===== config.mk =====
export PLATFORM = sky130hd
export DESIGN_NAME = tevq_cmp
export DESIGN_NICKNAME = d
export VERILOG_FILES = /design/src/rtl/tevq_pkg.sv /design/src/rtl/tevq_cmp.sv
export SDC_FILE = /design/constraint.sdc
export NUM_CORES = 1
export LEC_CHECK = 0
export BUFFER_PORTS_ARGS = -buffer_cell sky130_fd_sc_hd__buf_4
export CORE_MARGIN = 2
export CORE_UTILIZATION = 48
export DETAILED_ROUTE_END_ITERATION = 7
export GPL_TIMING_DRIVEN = 0
export PLACE_DENSITY_LB_ADDON = 0.2
export SLEW_MARGIN = 20
export SYNTH_ARGS = -nofsm -noshare
export SYNTH_HDL_FRONTEND = slang
export SYNTH_SLANG_ARGS = --single-unit

===== constraint.sdc =====
create_clock -name vclk -period 9.36
set_input_delay 1.404 -clock vclk [all_inputs]
set_output_delay 1.404 -clock vclk [all_outputs]
set_load 0.1 [all_outputs]

===== src/rtl/tevq_pkg.sv =====
package tevq_pkg;

   // default sizes
   localparam int DEPTH_DEFAULT         = 256;
   localparam int BURST_DEFAULT         = 16;
   localparam int PAYLOAD_WIDTH_DEFAULT = 32;

   // fixed field widths of the channels
   localparam int KIND_W    = 2;
   localparam int TIME_W    = 32;
   localparam int PAYLOAD_W = 32;
   localparam int STATUS_W  = 2;
   localparam int SLOT_OUT_W = 8;

   // request codes
   localparam logic REQ_ADD    = 1'b0;
   localparam logic REQ_UPDATE = 1'b1;

   // result status codes
   localparam logic [STATUS_W-1:0] STATUS_ADDED   = 2'd0;
   localparam logic [STATUS_W-1:0] STATUS_FULL    = 2'd1;
   localparam logic [STATUS_W-1:0] STATUS_EXPIRED = 2'd2;

   // sequencer states
   typedef enum logic [3:0] {
      ST_IDLE,
      ST_SCAN,
      ST_WALK_START,
      ST_WALK_CHK,
      ST_LINK,
      ST_LINK_PREV,
      ST_POP_READ,
      ST_POP_CHK,
      ST_FLUSH
   } state_type;

   // operations of the shared comparator
   typedef enum logic {
      CMP_INSERT,
      CMP_EXPIRE
   } cmp_op_type;

endpackage


===== src/rtl/tevq_cmp.sv =====
module tevq_cmp (
   input  tevq_pkg::cmp_op_type        op,
   input  logic [tevq_pkg::TIME_W-1:0] key,
   input  logic [tevq_pkg::TIME_W-1:0] now,
   input  logic [tevq_pkg::TIME_W-1:0] stored,
   output logic                        hit
);

   logic [tevq_pkg::TIME_W-1:0] lhs;
   logic [tevq_pkg::TIME_W-1:0] rhs;

   // insert: new expiry at or before stored; expire: stored at or before now
   always_comb begin
      unique case (op)
         tevq_pkg::CMP_INSERT: begin
            lhs = key;
            rhs = stored;
         end
         tevq_pkg::CMP_EXPIRE: begin
            lhs = stored;
            rhs = now;
         end
         default: begin
            lhs = key;
            rhs = stored;
         end
      endcase
   end

   // one unsigned compare shared by both walks
   assign hit = (lhs <= rhs);

endmodule


# --- Yosys cells after proc, flatten, opt, wreduce, memory -nomap -nowiden ---
# Index checks and enable logic that the tools add are counted.
op_classes:
  n_lt_le_gt_ge: 1
  mux: 2
  n_bitwise: 1
op_table:
  columns: ["operator", "count"]
  rows:
  - ["$pmux 32 s2", 2]
  - ["$le 32x32->1", 1]
  - ["$not 1->1", 1]
word_totals:
  regBits: 0
  input_bits: 97
  output_inout_bits: 1
  wordCells: 4

# --- Depth between registers and ports, before layout ---
depth:
  ltp_word: 3
  depth_mapped: 9
  mapped_depth_nobuf: 7

# --- Worst setup path before layout ---
# Ideal clock, no wire load.
synth_path:
  path_kind: "input port to output port"
  startpoint: "input op"
  endpoint: "output hit"
  t_arrival_ps: 4703
  t_required_ps: 7956
  path_slack_ps: 3253
  path_stages: 9
  n_path_buf: 2
  path_cell_list: "clkbuf_1 > buf_2 > mux2_2 > ha_1 > nand4_2 > or4_4 > nor2_1 > o22ai_1 > nor2_1"
synth_via:
  elab_chain_cells: 3
  elab_cells_between_ends: 4
  classes_between: "1 x order compare; 2 x mux; 1 x bitwise"
synth_rtl:
  columns: ["element", "line", "text"]
  rows:
  - ["start: declaration", "tevq_cmp.sv:2", "input tevq_pkg::cmp_op_type op,"]
  - ["$not 1->1", "tevq_cmp.sv:14", "unique case (op)"]
  - ["$pmux 32 s2", "tevq_cmp.sv:14", null]
  - ["$le 32x32->1 *", "tevq_cmp.sv:31", "assign hit = (lhs <= rhs);"]
  - ["end: declaration", "tevq_cmp.sv:6", "output logic hit"]
# Mark *: on every way between the ends. The rest lies on a longest branch, timed or not.

# --- Worst setup path after layout ---
# Ends and elaborated chain as after synthesis.

==> flow_summary.json <==
{
  "relSlewSlack": 0.7155,
  "crit_chain": "clkbuf_1 > buf_2 > mux2_2 > ha_1 > nand4_2 > or4_4 > nor2_1 > o22ai_1 > nor2_1 > buf_4",
  "critPathKind": "in -> out",
  "die-area_sq_um": 3407,
  "p_leak_nw": 1.144,
  "diodes": 0,
  "setup_viol": 0,
  "netlist_instances": 154,
  "design_area_sq_um": 2186,
  "period_share": 0.5850,
  "finalHoldViolations": 0,
  "die_h_um": 58.37,
  "wirelength_um": 3489,
  "synth.distinct_cells": 24,
  "gr-total-overflow": 0,
  "worstMarginPinSlew_ns": 0.4267,
  "grt_pass1_vias": 1477,
  "dpl.cell_count": 282,
  "path_max_fanout": 10,
  "drtPass1Iterations": 4,
  "cts_resized": 0,
  "finish.utilization": 0.7859,
  "required_ns": 7.96,
  "routabilityCongestion": 0.7020,
  "track_usage": 0.2026,
  "grt_pass1_wl_um": 5837,
  "period_minus_slack_ns": 5.476,
  "max_clock_freq_mhz": 182.6,
  "finalSetupTns_ns": 0,
  "area_delta_synth_final_pct": 54.06,
  "start_kind": "input port",
  "rows": 19,
  "post_cts_buffers": 0,
  "syn_area_sq_um": 1419,
  "worstPathArrival_ns": 4.07,
  "ys_top_cells_by_count": "ha_1, mux2_2, mux2i_1",
  "grt_max_degree": 11,
  "finalWorstSetupSlack_ns": 3.884,
  "antenna_found_initial": 0,
  "outcome": "finished clean",
  "syn_nets": 283,
  "place_ws_ns": 3.856,
  "cts_hold_buffers": 0,
  "fin_cells": 282,
  "worst_setup_path_end_kind": "primary output",
  "drc": 0,
  "drive_above_1_share": 0.5498,
  "clock_buffer_count": 0,
  "routedWlPerCell_um": 12.37,
  "drtIter0Drc": 20,
  "dpl_cell_area_sq_um": 2186,
  "vias": 1557,
  "layout.area.seq_sq_um": 0,
  "synth_warnings": 0,
  "drtAntennaViolNets": 0,
  "rsz0062_at_grt": "no",
  "cp_slowest_cell": "or4_4",
  "p_per_area_nw_per_um2": 49.85,
  "maxSlewViolCount": 0,
  "fin_nets": 382,
  "core_sq_um": 2781,
  "dpl.hpwl_um": 3099,
  "cpPeakStageDelay_ns": 0.56,
  "synth_area_leaders": "ha_1, mux2_2, mux2i_1",
  "crit_top_cell": "nor2_1",
  "synth_top_area_cell": "ha_1",
  "io_buffers": 97,
  "yosysTopAreaCellShare": 0.2822,
  "die_w_um": 58.37,
  "worstHoldPathType": "in -> out",
  "synth_area_per_cell_sq_um": 9.213,
  "post_drt_via_cell_ratio": 5.521,
  "ios": 98,
  "vdd_drop_max_mv": 0.03741,
  "initial_core_util": 0.5101,
  "max-cap-violations": 0,
  "ys_seq_area_frac": 0,
  "nFlopsAndLatches": 0
}
==> layer usage <==
| layer | wire [um] | vias up | GRT usage |
|---|---|---|---|
| met1 | 1509 | 698 | 0.2684 |
| met3 | 255 | 0 | 0.01319 |
| met5 | 0 | - | 0 |
| met2 | 1724 | 53 | 0.3772 |
| met4 | 0 | 0 | 0.006645 |
| li1 | - | 806 | - |
==> worst paths after layout <==
path | startpoint | to | slack [ns] | cells past startpoint
worst max-delay path | op | hit | 3.88 | 10
worst min-delay path | key[23] | hit | 3.61 | 7
==> power by group <==
part | switching [mW] | internal [mW] | total [mW] | leakage (nW)
Combinational | 0.0468 | 0.0622 | 0.109 | 1.14
Clock | 0 | 0 | 0 | 0
Sequential | 0 | 0 | 0 | 0
Total | 0.0468 | 0.0622 | 0.109 | 1.14
==> final cells by class <==
class	count	area (sq um)
multi-input cells	146	1381
inverters	1	3.754
repair buffers	97	728.2
well taps	31	38.79
plain buffers	7	33.78
fillers	217	595.6
==> critical path: cells and delay by family <==
kind | cells | cell delay [ns]
muxes | 1 | 0.37
buffers and inverters | 3 | 0.96
adders and majority gates | 1 | 0.31
AOI/OAI and AO/OA | 1 | 0.09
and+or+nand+nor | 4 | 0.92
==> layout by cell type, fill, tap and decap left out <==
cell,instances
nand4_1,5
clkbuf_1,1
o21ai_0,4
nand4bb_1,1
a21oi_1,12
or4_4,1
mux2_2,32
o211ai_1,1
and4_1,2
nand4_2,1
o22ai_1,1
buf_4,97
inv_1,1
a311oi_1,1
nand2_1,7
ha_1,32
nand2b_2,1
o21ai_1,1
nor2b_1,1
nor2_1,4
mux2i_1,32
a2111o_1,1
a221oi_1,3
nand3_1,3
buf_2,6
==> metrics by stage <==
stage	power, mW	hold WS (ns)
2_1_floorplan	0.06495	3.566
4_1_cts	0.1097	3.611
3_5_place_dp	0.1089	3.608
6_report	0.1090	3.610
5_1_grt	0.1219	3.667
3_3_place_gp	0.1072	3.596
==> cells by family (layout without fill, tap and decap cells) <==
family,after synthesis,after routing,synth area share
compound gates,24,24,0.1023
mux,64,64,0.4797
buf+inv,8,105,0.02645
fa+ha+maj,32,32,0.2822
simple gates,26,26,0.1093
Power figures use the tool's default switching activity.
