$ cat config.mk
export PLATFORM = sky130hd
export DESIGN_NAME = tevq_used_map
export DESIGN_NICKNAME = d
export VERILOG_FILES = /design/src/rtl/tevq_pkg.sv /design/src/rtl/tevq_used_map.sv
export SDC_FILE = /design/constraint.sdc
export NUM_CORES = 1
export LEC_CHECK = 0
export BUFFER_PORTS_ARGS = -buffer_cell sky130_fd_sc_hd__buf_2
export CORE_ASPECT_RATIO = 1.4
export CORE_MARGIN = 3
export CORE_UTILIZATION = 63
export DETAILED_ROUTE_END_ITERATION = 8
export PLACE_DENSITY_LB_ADDON = 0.08
export SETUP_SLACK_MARGIN = 0.2
export SKIP_LAST_GASP = 1
export SLEW_MARGIN = 20
export SYNTH_ARGS = -nofsm -noshare
export SYNTH_HDL_FRONTEND = slang
export SYNTH_SLANG_ARGS = --single-unit
$ cat constraint.sdc
create_clock -name clock -period 4.7 [get_ports clock]
set_clock_uncertainty 0.1 [all_clocks]
set_input_delay 0.47 -clock clock [delete_from_list [all_inputs] [get_ports clock]]
set_output_delay 0.47 -clock clock [all_outputs]
set_load 0.02 [all_outputs]
$ cat src/rtl/tevq_pkg.sv
package tevq_pkg;

   // default sizes
   localparam int DEPTH_DEFAULT         = 256;
   localparam int BURST_DEFAULT         = 16;
   localparam int PAYLOAD_WIDTH_DEFAULT = 32;

   // fixed field widths of the channels
   localparam int KIND_W    = 2;
   localparam int TIME_W    = 32;
   localparam int PAYLOAD_W = 32;
   localparam int STATUS_W  = 2;
   localparam int SLOT_OUT_W = 8;

   // request codes
   localparam logic REQ_ADD    = 1'b0;
   localparam logic REQ_UPDATE = 1'b1;

   // result status codes
   localparam logic [STATUS_W-1:0] STATUS_ADDED   = 2'd0;
   localparam logic [STATUS_W-1:0] STATUS_FULL    = 2'd1;
   localparam logic [STATUS_W-1:0] STATUS_EXPIRED = 2'd2;

   // sequencer states
   typedef enum logic [3:0] {
      ST_IDLE,
      ST_SCAN,
      ST_WALK_START,
      ST_WALK_CHK,
      ST_LINK,
      ST_LINK_PREV,
      ST_POP_READ,
      ST_POP_CHK,
      ST_FLUSH
   } state_type;

   // operations of the shared comparator
   typedef enum logic {
      CMP_INSERT,
      CMP_EXPIRE
   } cmp_op_type;

endpackage

$ cat src/rtl/tevq_used_map.sv
module tevq_used_map #(
   parameter int DEPTH = tevq_pkg::DEPTH_DEFAULT
) (
   input  logic                     clock,
   input  logic                     reset,
   input  logic                     set_en,
   input  logic [$clog2(DEPTH)-1:0] set_idx,
   input  logic                     clr_en,
   input  logic [$clog2(DEPTH)-1:0] clr_idx,
   input  logic [$clog2(DEPTH)-1:0] rd_idx,
   output logic                     rd_used
);

   logic [DEPTH-1:0] used_ff;
   logic [DEPTH-1:0] used_in;

   // occupancy update
   always_comb begin
      used_in = used_ff;
      if (clr_en) begin
         used_in[clr_idx] = 1'b0;
      end
      if (set_en) begin
         used_in[set_idx] = 1'b1;
      end
   end

   // every slot free after reset
   always_ff @(posedge clock) begin
      if (reset) begin
         used_ff <= '0;
      end else begin
         used_ff <= used_in;
      end
   end

   assign rd_used = used_ff[rd_idx];

endmodule

-- Word-level counts from Yosys, hierarchy flattened
Index checks and enable logic that the tools add are counted.
- logic and storage cells: 19
- bits of input ports: 28
- output and inout bits: 1
- register bits after elaboration: 256
- bitwise gates (word level): 3
- reductions and logical operators: 2
- $lt $le $gt $ge: 5
- mux-type cells: 8
- operators by type and width (cell ; count):
    $mux 256 ; 2
    $and 256x256->256 ; 1
    $not 256->256 ; 1
    $or 256x256->256 ; 1
    $lt 8x9->1 const B ; 3
    $demux 1 s8 ; 2
    $ge 8x1->1 const B ; 2
    $bmux 1 s8 ; 1
    $mux 1 ; 3
    $logic_and 1x1->1 ; 2

-- Logic depth before layout (Yosys ltp)
Gate-level depths: netlist of the first run.
- depth in word-level cells: 9
- gate-level depth with buffers: 10

-- Worst setup path before layout of the first run
No wires, ideal clock.
- path type: input -> output
- from: input port rd_idx[3]
- to: output port rd_used
- slack: 1.984 ns
- cell stages on the path: 8
- data arrival time: 2.146 ns
- cell sequence: buf_2 -> nor2b_1 -> buf_1 -> a221o_1 -> o211a_1 -> a311oi_1 -> a21oi_1 -> a32oi_1
- cells in the longest elaborated chain, start to end: 2
- RTL lines (element ; line ; source):
    start: declaration ; tevq_used_map.sv:10 ; input logic [$clog2(DEPTH)-1:0] rd_idx,
    $bmux 1 s8 ; tevq_used_map.sv:37 ; assign rd_used = used_ff[rd_idx];
    $mux 1 (implied by the code) ; tevq_used_map.sv:37 ;
    end: declaration ; tevq_used_map.sv:11 ; output logic rd_used
No other way between the ends. The select of a mux whose other input is x is not followed.

-- Worst setup path after layout of the first run
- from: input port rd_idx[0]
- to: output port rd_used
Same word-level chain as after synthesis.

==> results of run 1 <==
stage by stage:
| stage | worst slack (ns) | power [µW] |
|---|---|---|
| final | 0.820 | 4500 |
| after detailed placement | 0.944 | 2500 |
| after floorplan | 1.98 | 2410 |
| after CTS | 0.941 | 4480 |
| after global routing | 0.720 | 4580 |
| after global placement | 1.02 | 2500 |
worst max path at each step:
stage,endpoint,cells past startpoint,slack [ns]
floorplan,rd_used,8,1.98
global placement,rd_used,9,1.02
detailed placement,rd_used,9,0.94
CTS,rd_used,9,0.94
global route,rd_used,9,0.72
finish,rd_used,9,0.82
logic make-up after synthesis:
kind of cell / count (synthesis) / share of synthesized area, %
AO/OA/AOI/OAI: 567 / 24.9
buffers and inverters: 130 / 5.13
flip-flops: 256 / 43.1
multiplexers: 111 / 12.6
AND/OR/NAND/NOR: 406 / 14.3
cell usage in the layout, fill, tap and decap left out, types with 8 or more instances in the layout:
cell type,synthesis,routed
nor2_1,37,35
clkbuf_16,0,25
a221oi_1,8,8
nand2b_1,9,9
mux4_2,16,16
mux4_1,11,11
buf_4,5,33
o22ai_1,19,19
dfxtp_1,256,256
clkbuf_8,0,9
nand3_1,18,18
nor2b_1,10,10
mux2i_1,79,79
o21ai_0,259,259
nand2_1,289,289
a21oi_1,258,258
buf_2,6,26
nor3_1,16,13
per-layer routing:
layer / up-vias / part of all wire, % / track usage, %
met4: 0 / 6.8 / 22.9
met3: 204 / 12 / 7.75
li1: 5110 / - / -
met5: - / 0 / 0
met1: 5515 / 37 / 51.2
met2: 818 / 44 / 58.6
synthesized netlist by cell type (6+ instances only):
| cell | instances | area share [%] |
|---|---|---|
| clkbuf_1 | 103 | 3.3 |
| nand2b_1 | 9 | 0.47 |
| nor2_1 | 37 | 1.2 |
| mux4_1 | 11 | 2.4 |
| mux2i_1 | 79 | 6.6 |
| buf_2 | 6 | 0.25 |
| dfxtp_1 | 256 | 43 |
| a21oi_1 | 258 | 11 |
| buf_6 | 7 | 0.66 |
| nor2b_1 | 10 | 0.53 |
| nand3_1 | 18 | 0.76 |
| a221oi_1 | 8 | 0.59 |
| o21ai_0 | 259 | 11 |
| nand2_1 | 289 | 9.1 |
| nor3_1 | 16 | 0.67 |
| o22ai_1 | 19 | 1.0 |
| a22oi_1 | 7 | 0.44 |
| and2_0 | 8 | 0.42 |
| mux4_2 | 16 | 3.0 |
where the power goes:
part	internal (µW)	switching [µW]
Sequential	2170	2.39
Clock	1170	857
Combinational	72.3	220
tightest hold or removal path, delay by kind of cell:
kind,cells,cell delay [ns]
buffers and inverters,1,0.14
AND/OR/NAND/NOR,2,0.15
AO/OA/AOI/OAI,1,0.05
cell type report:
type                            instances  area (µm²)  area share, %
Clock inverter                          5        52.6          0.409
Tap cell                              240         300           2.34
Sequential cell                       256        5120           39.9
Clock buffer                           39         768           5.98
Inverter                                4        15.0          0.117
Multi-Input combinational cell       1084        6180           48.1
Antenna cell                            1        2.50         0.0195
Timing Repair Buffer                   61         409           3.18
==> results_dict.tcl, run 1 <==
set metrics [dict create \
    outcome "finished clean" \
    p_leak_uw 0.00425 \
    synth-async-reset-ratio_pct 0 \
    fin_nets 1460 \
    synth_area_per_cell_um2 8.09 \
    cts_setup_buffers 0 \
    design.die.area_um2 20600 \
    die_x_um 122 \
    fillers 1534 \
    initial_core_util_pct 65.3 \
    timing.max_cap.violations 0 \
    grt_max_degree 137 \
    fin_crit_sh_pct 82.6 \
    ir_drop_uv 263 \
    largest_reg_flops 256 \
    rsz0062_at_grt "false" \
    hp-class "input port to flop" \
    synthesis.nets 1498 \
    drc 0 \
    holdCritStartpoint "set_idx[3]" \
    ys.flop_type "dfxtp_1" \
    htree_levels 1 \
    fin_area_um2 12900 \
    grt_antenna_before_repair 1 \
    grt_pass1_vias 11000 \
    coreArea_um2 18200 \
    worst_slew_pin_slew_ns 1.26 \
    drive_gt1_share_pct 8.90 \
    syn2layout_area_growth_pct 8.10 \
    worstReg2RegStart "used_ff[114]$_SDFF_PP0_" \
    cts_resized 0 \
    wl_per_cell_um 24.4 \
    cpMostUsedCell "buf_2" \
    die_y_um 169 \
    setup_tns_ns 0 \
    holdPathEnd "used_ff[208]$_SDFF_PP0_" \
    hold_buffers 0 \
    io_pins 29 \
    root_buffer "clkbuf_16" \
    max_stage_delay_ns 0.57 \
    cts_tree "yes" \
    ant_nets 0 \
    cp_data_arrival_time_ns 3.31 \
    netlist_instances 1470 \
    drt_iter0_drc 1593 \
    cp-startpoint "rd_idx[0]" \
    grt_pass1_wl_mm 61.5 \
    whs_ns 0.245 \
    clk_pin_slew_ns 0.06 \
    clock_path_buffers 3 \
    hold_viol_final 0 \
    dr_total_vias 11600 \
    synth_edf_count 0 \
    cpMaxStageDelayCell "buf_2" \
    gp_routability_congestion 0.940 \
    cp_max_fo 22 \
    crit_path_end_kind "primary output" \
    ys_ff_latch 256 \
    r2r_cells 2 \
    crit_buf_inv 3 \
    power_per_cell_area_nw_per_um2 350 \
    synthesis.area_um2 11900 \
    routed_wl_mm 41.2 \
    place_inst 1645 \
    final_util_pct 70.6 \
    instances_no_fill 1690 \
    cts_made_buffers 25 \
    setup_viol 0 \
    ys_warn_count 0 \
    path_delay_family "buffers and inverters" \
    worstHoldPathCells 4 \
    required_ns 4.13 \
    rows 58 \
    regMostFlops "used_ff" \
    clock-sinks 256 \
    hpwl_mm 24.1 \
    yosysUniqueCellTypes 46 \
    gr-total-overflow 0 \
    ys_seq_area_share_pct 43.1 \
    path_cells "buf_2 > buf_4 > nand3b_1 > o22ai_1 > a2111oi_2 > a211oi_1 > nor3b_1 > a32oi_1 > buf_2" \
    startpoint_type "input port" \
    slew_headroom_pct 16.1 \
    reg2reg_to "used_ff[114]$_SDFF_PP0_" \
    maxSlewViolCount 0 \
    reg_top3 "used_ff: 256 flops" \
    regToRegSetupSlack_ns 3.84 \
    timing.fmax_ghz 0.258 \
    grt_use_total_pct 38.7 \
    clk_latency_ns 0.52 \
    place_area_um2 12000 \
    min_period_ns 3.88 \
    viasPerCell 6.89 \
    critPathKind "input port to primary output" \
    drt_pass1_iterations 6 \
    io_buffers 28 \
]
Note: power is estimated with default switching activity, not from simulation.
==> run 2, diff against run 1 <==
- CORE_UTILIZATION: 63 -> 56
- clock period: 4.7 -> 3.47 ns (I/O delays scaled with it)
==> run 2 against run 1 <==
Effect of this change:
- via count down 0.82%
- count of clock-buffer cells in the layout down 2
- global-route usage down 1.8 points
- combinational power up 41%
- power up 43%
- register-to-register slack worse by 1.2 ns
- clock power up 50%
- sequential cell count unchanged
- largest power group is now clock
- critical path depth down 2
- non-clock buffer count up 20
==> results_dict.tcl, run 2 (same netlist as run 1, synthesis figures left out) <==
set metrics [dict create \
    cts_made_buffers 26 \
    slew_headroom_pct 23.7 \
    crit_path_end_kind "primary output" \
    hold_viol_final 0 \
    final_common_cell "nand2_1" \
    whs_ns 0.120 \
    grt_pass1_wl_mm 64.7 \
    worstReg2RegStart "used_ff[255]$_SDFF_PP0_" \
    grt_pass1_vias 11100 \
    p_leak_uw 0.00441 \
    clk_latency_ns 0.54 \
    mostFrequentLayoutCells "nand2_1 (289), o21ai_0 (259), a21oi_1 (258), dfxtp_1 (256), mux2i_1 (79)" \
    htree_levels 1 \
    cts_setup_buffers 0 \
    initial_core_util_pct 57.4 \
    fin_area_um2 13200 \
    coreArea_um2 20700 \
    drt_iter0_drc 1414 \
    grt_use_total_pct 36.9 \
    worst_slew_pin_slew_ns 1.14 \
    critPathKind "flop to primary output" \
    cts_resized 1 \
    hp-class "input port to flop" \
    fin_nets 1481 \
    cpMaxStageDelayCell "mux4_1" \
    place_area_um2 12200 \
    num_antenna_cells 0 \
    design.die.area_um2 23000 \
    max_stage_delay_ns 0.53 \
    ir_drop_uv 395 \
    timing.fmax_ghz 0.314 \
    startpoint_type "flop" \
    gr-total-overflow 0 \
    wl_per_cell_um 25.0 \
    io_buffers 28 \
    cp_max_fo 2 \
    holdCritStartpoint "set_idx[3]" \
    viasPerCell 6.68 \
    timing.max_cap.violations 0 \
    power_per_cell_area_nw_per_um2 488 \
    die_y_um 178 \
    grt_antenna_before_repair 1 \
    cp_data_arrival_time_ns 2.74 \
    hold_buffers 0 \
    gp_routability_congestion 0.939 \
    rows 62 \
    outcome "finished clean" \
    cp-startpoint "used_ff[145]$_SDFF_PP0_" \
    drc 0 \
    drive_gt1_share_pct 10.5 \
    rsz0062_at_grt "false" \
    grt_max_degree 109 \
    routed_wl_mm 43.2 \
    drt_pass1_iterations 6 \
    regMostFlops "used_ff" \
    cts_tree "yes" \
    root_buffer "clkbuf_16" \
    die_x_um 129 \
    reg_top3 "used_ff: 256 flops" \
    min_period_ns 3.19 \
    io_pins 29 \
    dr_total_vias 11600 \
    clock_path_buffers 3 \
    fin_crit_sh_pct 91.9 \
    path_cells "mux4_1 > mux2_2 > a2111oi_2 > a211oi_1 > nor3b_2 > a32oi_1 > buf_2" \
    hpwl_mm 26.2 \
    ant_nets 0 \
    required_ns 3.02 \
    clk_pin_slew_ns 0.07 \
    largest_reg_flops 256 \
    clock-sinks 256 \
    syn2layout_area_growth_pct 10.6 \
    fillers 1805 \
    maxSlewViolCount 0 \
    setup_tns_ns 0 \
    setup_viol 0 \
]
[run 2: final cells by class]
| class | instances | area (µm²) | area share (%) |
|---|---|---|---|
| Clock buffer | 37 | 773 | 5.88 |
| Clock inverter | 10 | 156 | 1.19 |
| Inverter | 4 | 15.0 | 0.114 |
| Multi-Input combinational cell | 1084 | 6190 | 47.1 |
| Sequential cell | 256 | 5120 | 39.0 |
| Tap cell | 256 | 320 | 2.44 |
| Timing Repair Buffer | 81 | 572 | 4.35 |
[run 2: critical path: cells and delay by family (launching register included)]
kind	cells	cell delay, ns
buf+inv	1	0.20
compound gates	3	0.64
flops	1	0.31
mux	2	0.84
simple gates	1	0.23
[run 2: path summary, 6_finish.rpt]
kind                            slack, ns  cells past startpoint                      end
worst min register to register       0.37                      2  used_ff[184]$_SDFF_PP0_
worst max register to register       2.62                      2  used_ff[255]$_SDFF_PP0_
worst min-delay path                 0.12                      4  used_ff[208]$_SDFF_PP0_
worst max-delay path                 0.28                      7                  rd_used
[run 2: layer usage]
layer  vias to the layer above  global-route usage, %  wire length (µm)
met5                         -                      0                25
met4                         4                   21.5              2950
met3                       190                   6.65              4030
met2                       684                   58.9             19800
met1                      5505                   46.5             16400
li1                       5168                      -                 -
[run 2: power by group]
group / internal, µW / switching (µW) / total (µW) / leakage [µW]
logic: 109 / 303 / 412 / 0.00189
registers: 2940 / 3.48 / 2950 / 0.00206
clock network: 1840 / 1210 / 3050 / 0.000457
[run 2: through the flow]
step / utilization [%] / power (µW) / setup slack (ns) / instances
final: 63.5 / 6410 / 0.281 / 1728
after global routing: 63.5 / 6540 / 0.211 / 1728
after CTS: 63.5 / 6400 / 0.290 / 1728
after detailed placement: 59.0 / 3410 / 0.327 / 1681
after global placement: 59.0 / 3410 / 0.362 / 1681
after floorplan: - / 3270 / 1.00 / 1470
==> run 3, diff against run 2 <==
- PLACE_DENSITY: unset -> 0.73
- PLACE_DENSITY_LB_ADDON: 0.08 -> unset
==> run 3 against run 2 <==
Effect of this change:
- sequential power barely moved
- power fell by 4.5%
- maximum frequency fell by 0.82%
- design area fell by 1.0%
- core utilization fell by 0.65 points
- setup slack got worse by 0.026 ns
- highest routed layer is now met4
==> results_dict.tcl, run 3 (same netlist as run 1, synthesis figures left out) <==
set metrics [dict create \
    grt_max_degree 105 \
    mostFrequentLayoutCells "nand2_1 (289), o21ai_0 (259), a21oi_1 (258), dfxtp_1 (256), mux2i_1 (79)" \
    largest_reg_flops 256 \
    crit_buf_inv 1 \
    setup_viol 0 \
    dp_slack_ns 0.362 \
    slew_headroom_pct 23.9 \
    cts_tree "yes" \
    final_util_pct 62.8 \
    switching_share_pct 23.8 \
    min_period_ns 3.22 \
    clock-sinks 256 \
    drc 0 \
    cp_data_arrival_time_ns 2.77 \
    htree_levels 1 \
    grt_pass1_wl_mm 61.6 \
    critical_path_depth 7 \
    power_frac_comb_pct 6.7 \
    coreArea_um2 20700 \
    final_common_cell "nand2_1" \
    hpwl_mm 24.2 \
    hold_buffers 0 \
    hold_viol_final 0 \
    worst_slew_pin_slew_ns 1.14 \
    place_area_um2 12200 \
    initial_core_util_pct 57.4 \
    regMostFlops "used_ff" \
    path_cells "mux4_1 > mux2_2 > a2111oi_4 > a211oi_1 > nor3b_2 > a32oi_1 > buf_2" \
    viasPerCell 6.70 \
    grt_use_total_pct 34.8 \
    cpMaxStageDelayCell "mux4_1" \
    timing.max_cap.violations 0 \
    syn2layout_area_growth_pct 9.46 \
    startpoint_type "flop" \
    internal-power_uw 4660 \
    cp_max_fo 2 \
    reg_top3 "used_ff: 256 flops" \
    switchingPower_uw 1460 \
    crit_path_end_kind "primary output" \
    grt_antenna_before_repair 0 \
    worstReg2RegStart "used_ff[150]$_SDFF_PP0_" \
    grt_pass1_vias 10600 \
    r2r_cells 2 \
    max_stage_delay_ns 0.50 \
    rows 62 \
    drt_pass1_iterations 6 \
    critPathKind "flop to primary output" \
    io_pins 29 \
    ant_nets 0 \
    fin_nets 1471 \
    rsz0062_at_grt "false" \
    hp-class "input port to flop" \
    clock_path_buffers 3 \
    outcome "finished clean" \
    p_leak_uw 0.00433 \
    wl_per_cell_um 23.8 \
    ir_drop_uv 391 \
    cts_made_buffers 24 \
    timing.fmax_ghz 0.311 \
    clk_latency_ns 0.51 \
    gr-total-overflow 0 \
    pwr-share-clk_pct 45.2 \
    pwr-share-seq_pct 48.1 \
    path_delay_family "multiplexers" \
    die_x_um 129 \
    drt_iter0_drc 1742 \
    setup_tns_ns 0 \
    root_buffer "clkbuf_16" \
    fin_area_um2 13000 \
    power_per_cell_area_nw_per_um2 470 \
    clk_pin_slew_ns 0.06 \
    gp_routability_congestion 0.907 \
    drive_gt1_share_pct 9.53 \
    setup_slack_ns 0.255 \
    regToRegSetupSlack_ns 2.65 \
    design.die.area_um2 23000 \
    io_buffers 28 \
    routed_wl_mm 40.8 \
    cp-startpoint "used_ff[154]$_SDFF_PP0_" \
    crit_path_end "rd_used" \
    die_y_um 178 \
    maxSlewViolCount 0 \
    required_ns 3.02 \
    num_antenna_cells 0 \
    fin_crit_sh_pct 92.7 \
    dr_total_vias 11500 \
    reg2reg_to "used_ff[150]$_SDFF_PP0_" \
]
## run 3: cell types whose count changed in the layout (fill, tap and decap cells not counted), sizes merged
| cell | previous run | this run |
|---|---|---|
| bufinv | 4 | 2 |
| buf | 81 | 73 |
| clkinv | 5 | 2 |
## run 3: worst min path at each step
stage	start	endpoint	slack, ns	cells past startpoint
global placement	used_ff[147]$_SDFF_PP0_	used_ff[147]$_SDFF_PP0_	0.36	2
floorplan	used_ff[232]$_SDFF_PP0_	used_ff[232]$_SDFF_PP0_	0.35	2
global route	set_idx[3]	used_ff[209]$_SDFF_PP0_	0.15	4
finish	set_idx[3]	used_ff[209]$_SDFF_PP0_	0.11	4
CTS	set_idx[3]	used_ff[209]$_SDFF_PP0_	0.12	4
detailed placement	used_ff[113]$_SDFF_PP0_	used_ff[113]$_SDFF_PP0_	0.36	2
## run 3: what timing repair did
| action | in CTS | in global routing |
|---|---|---|
| resized for setup | 1 | 2 |
| endpoints found under the hold margin | 0 | 0 |
| pin swaps | 0 | 1 |
| buffers inserted | 0 | 0 |
| setup endpoints to repair | 1 | 1 |
## run 3: through the flow
step                instances  total power [µW]  hold WS, ns
floorplan                1470              3270        0.345
global placement         1673              3400        0.358
detailed placement       1673              3410        0.363
CTS                      1715              6090        0.115
global route             1715              6250        0.154
finish                   1715              6120        0.106
## run 3: cell type report
type / instances / area (µm²)
inverter: 4 / 15.0
tap: 256 / 320
timing repair buffer: 73 / 541
clock inverter: 5 / 77.6
sequential: 256 / 5120
clock buffer: 37 / 741
fill: 1775 / 7690
multi-input combinational: 1084 / 6200
## run 3: worst reg2reg max path, delay by kind of cell (launching register included)
kind            cells  cell delay [ns]
flops               1             0.37
compound gates      2             0.28
## run 3: routing by layer
layer | global-route usage (%) | vias up | part of all wire (%)
li1 | - | 5140 | -
met1 | 46.8 | 5411 | 38
met2 | 54.3 | 776 | 45
met3 | 5.81 | 163 | 12
met4 | 17.1 | 0 | 5.9
met5 | 0 | - | 0
## run 3: power by group through the flow
stage | Clock [µW] | Combinational (µW) | Sequential [µW]
6_report | 2760 | 411 | 2950
4_1_cts | 2750 | 394 | 2950
3_3_place_gp | 0 | 389 | 3010
2_1_floorplan | 0 | 257 | 3010
3_5_place_dp | 0 | 392 | 3010
5_1_grt | 2870 | 426 | 2950
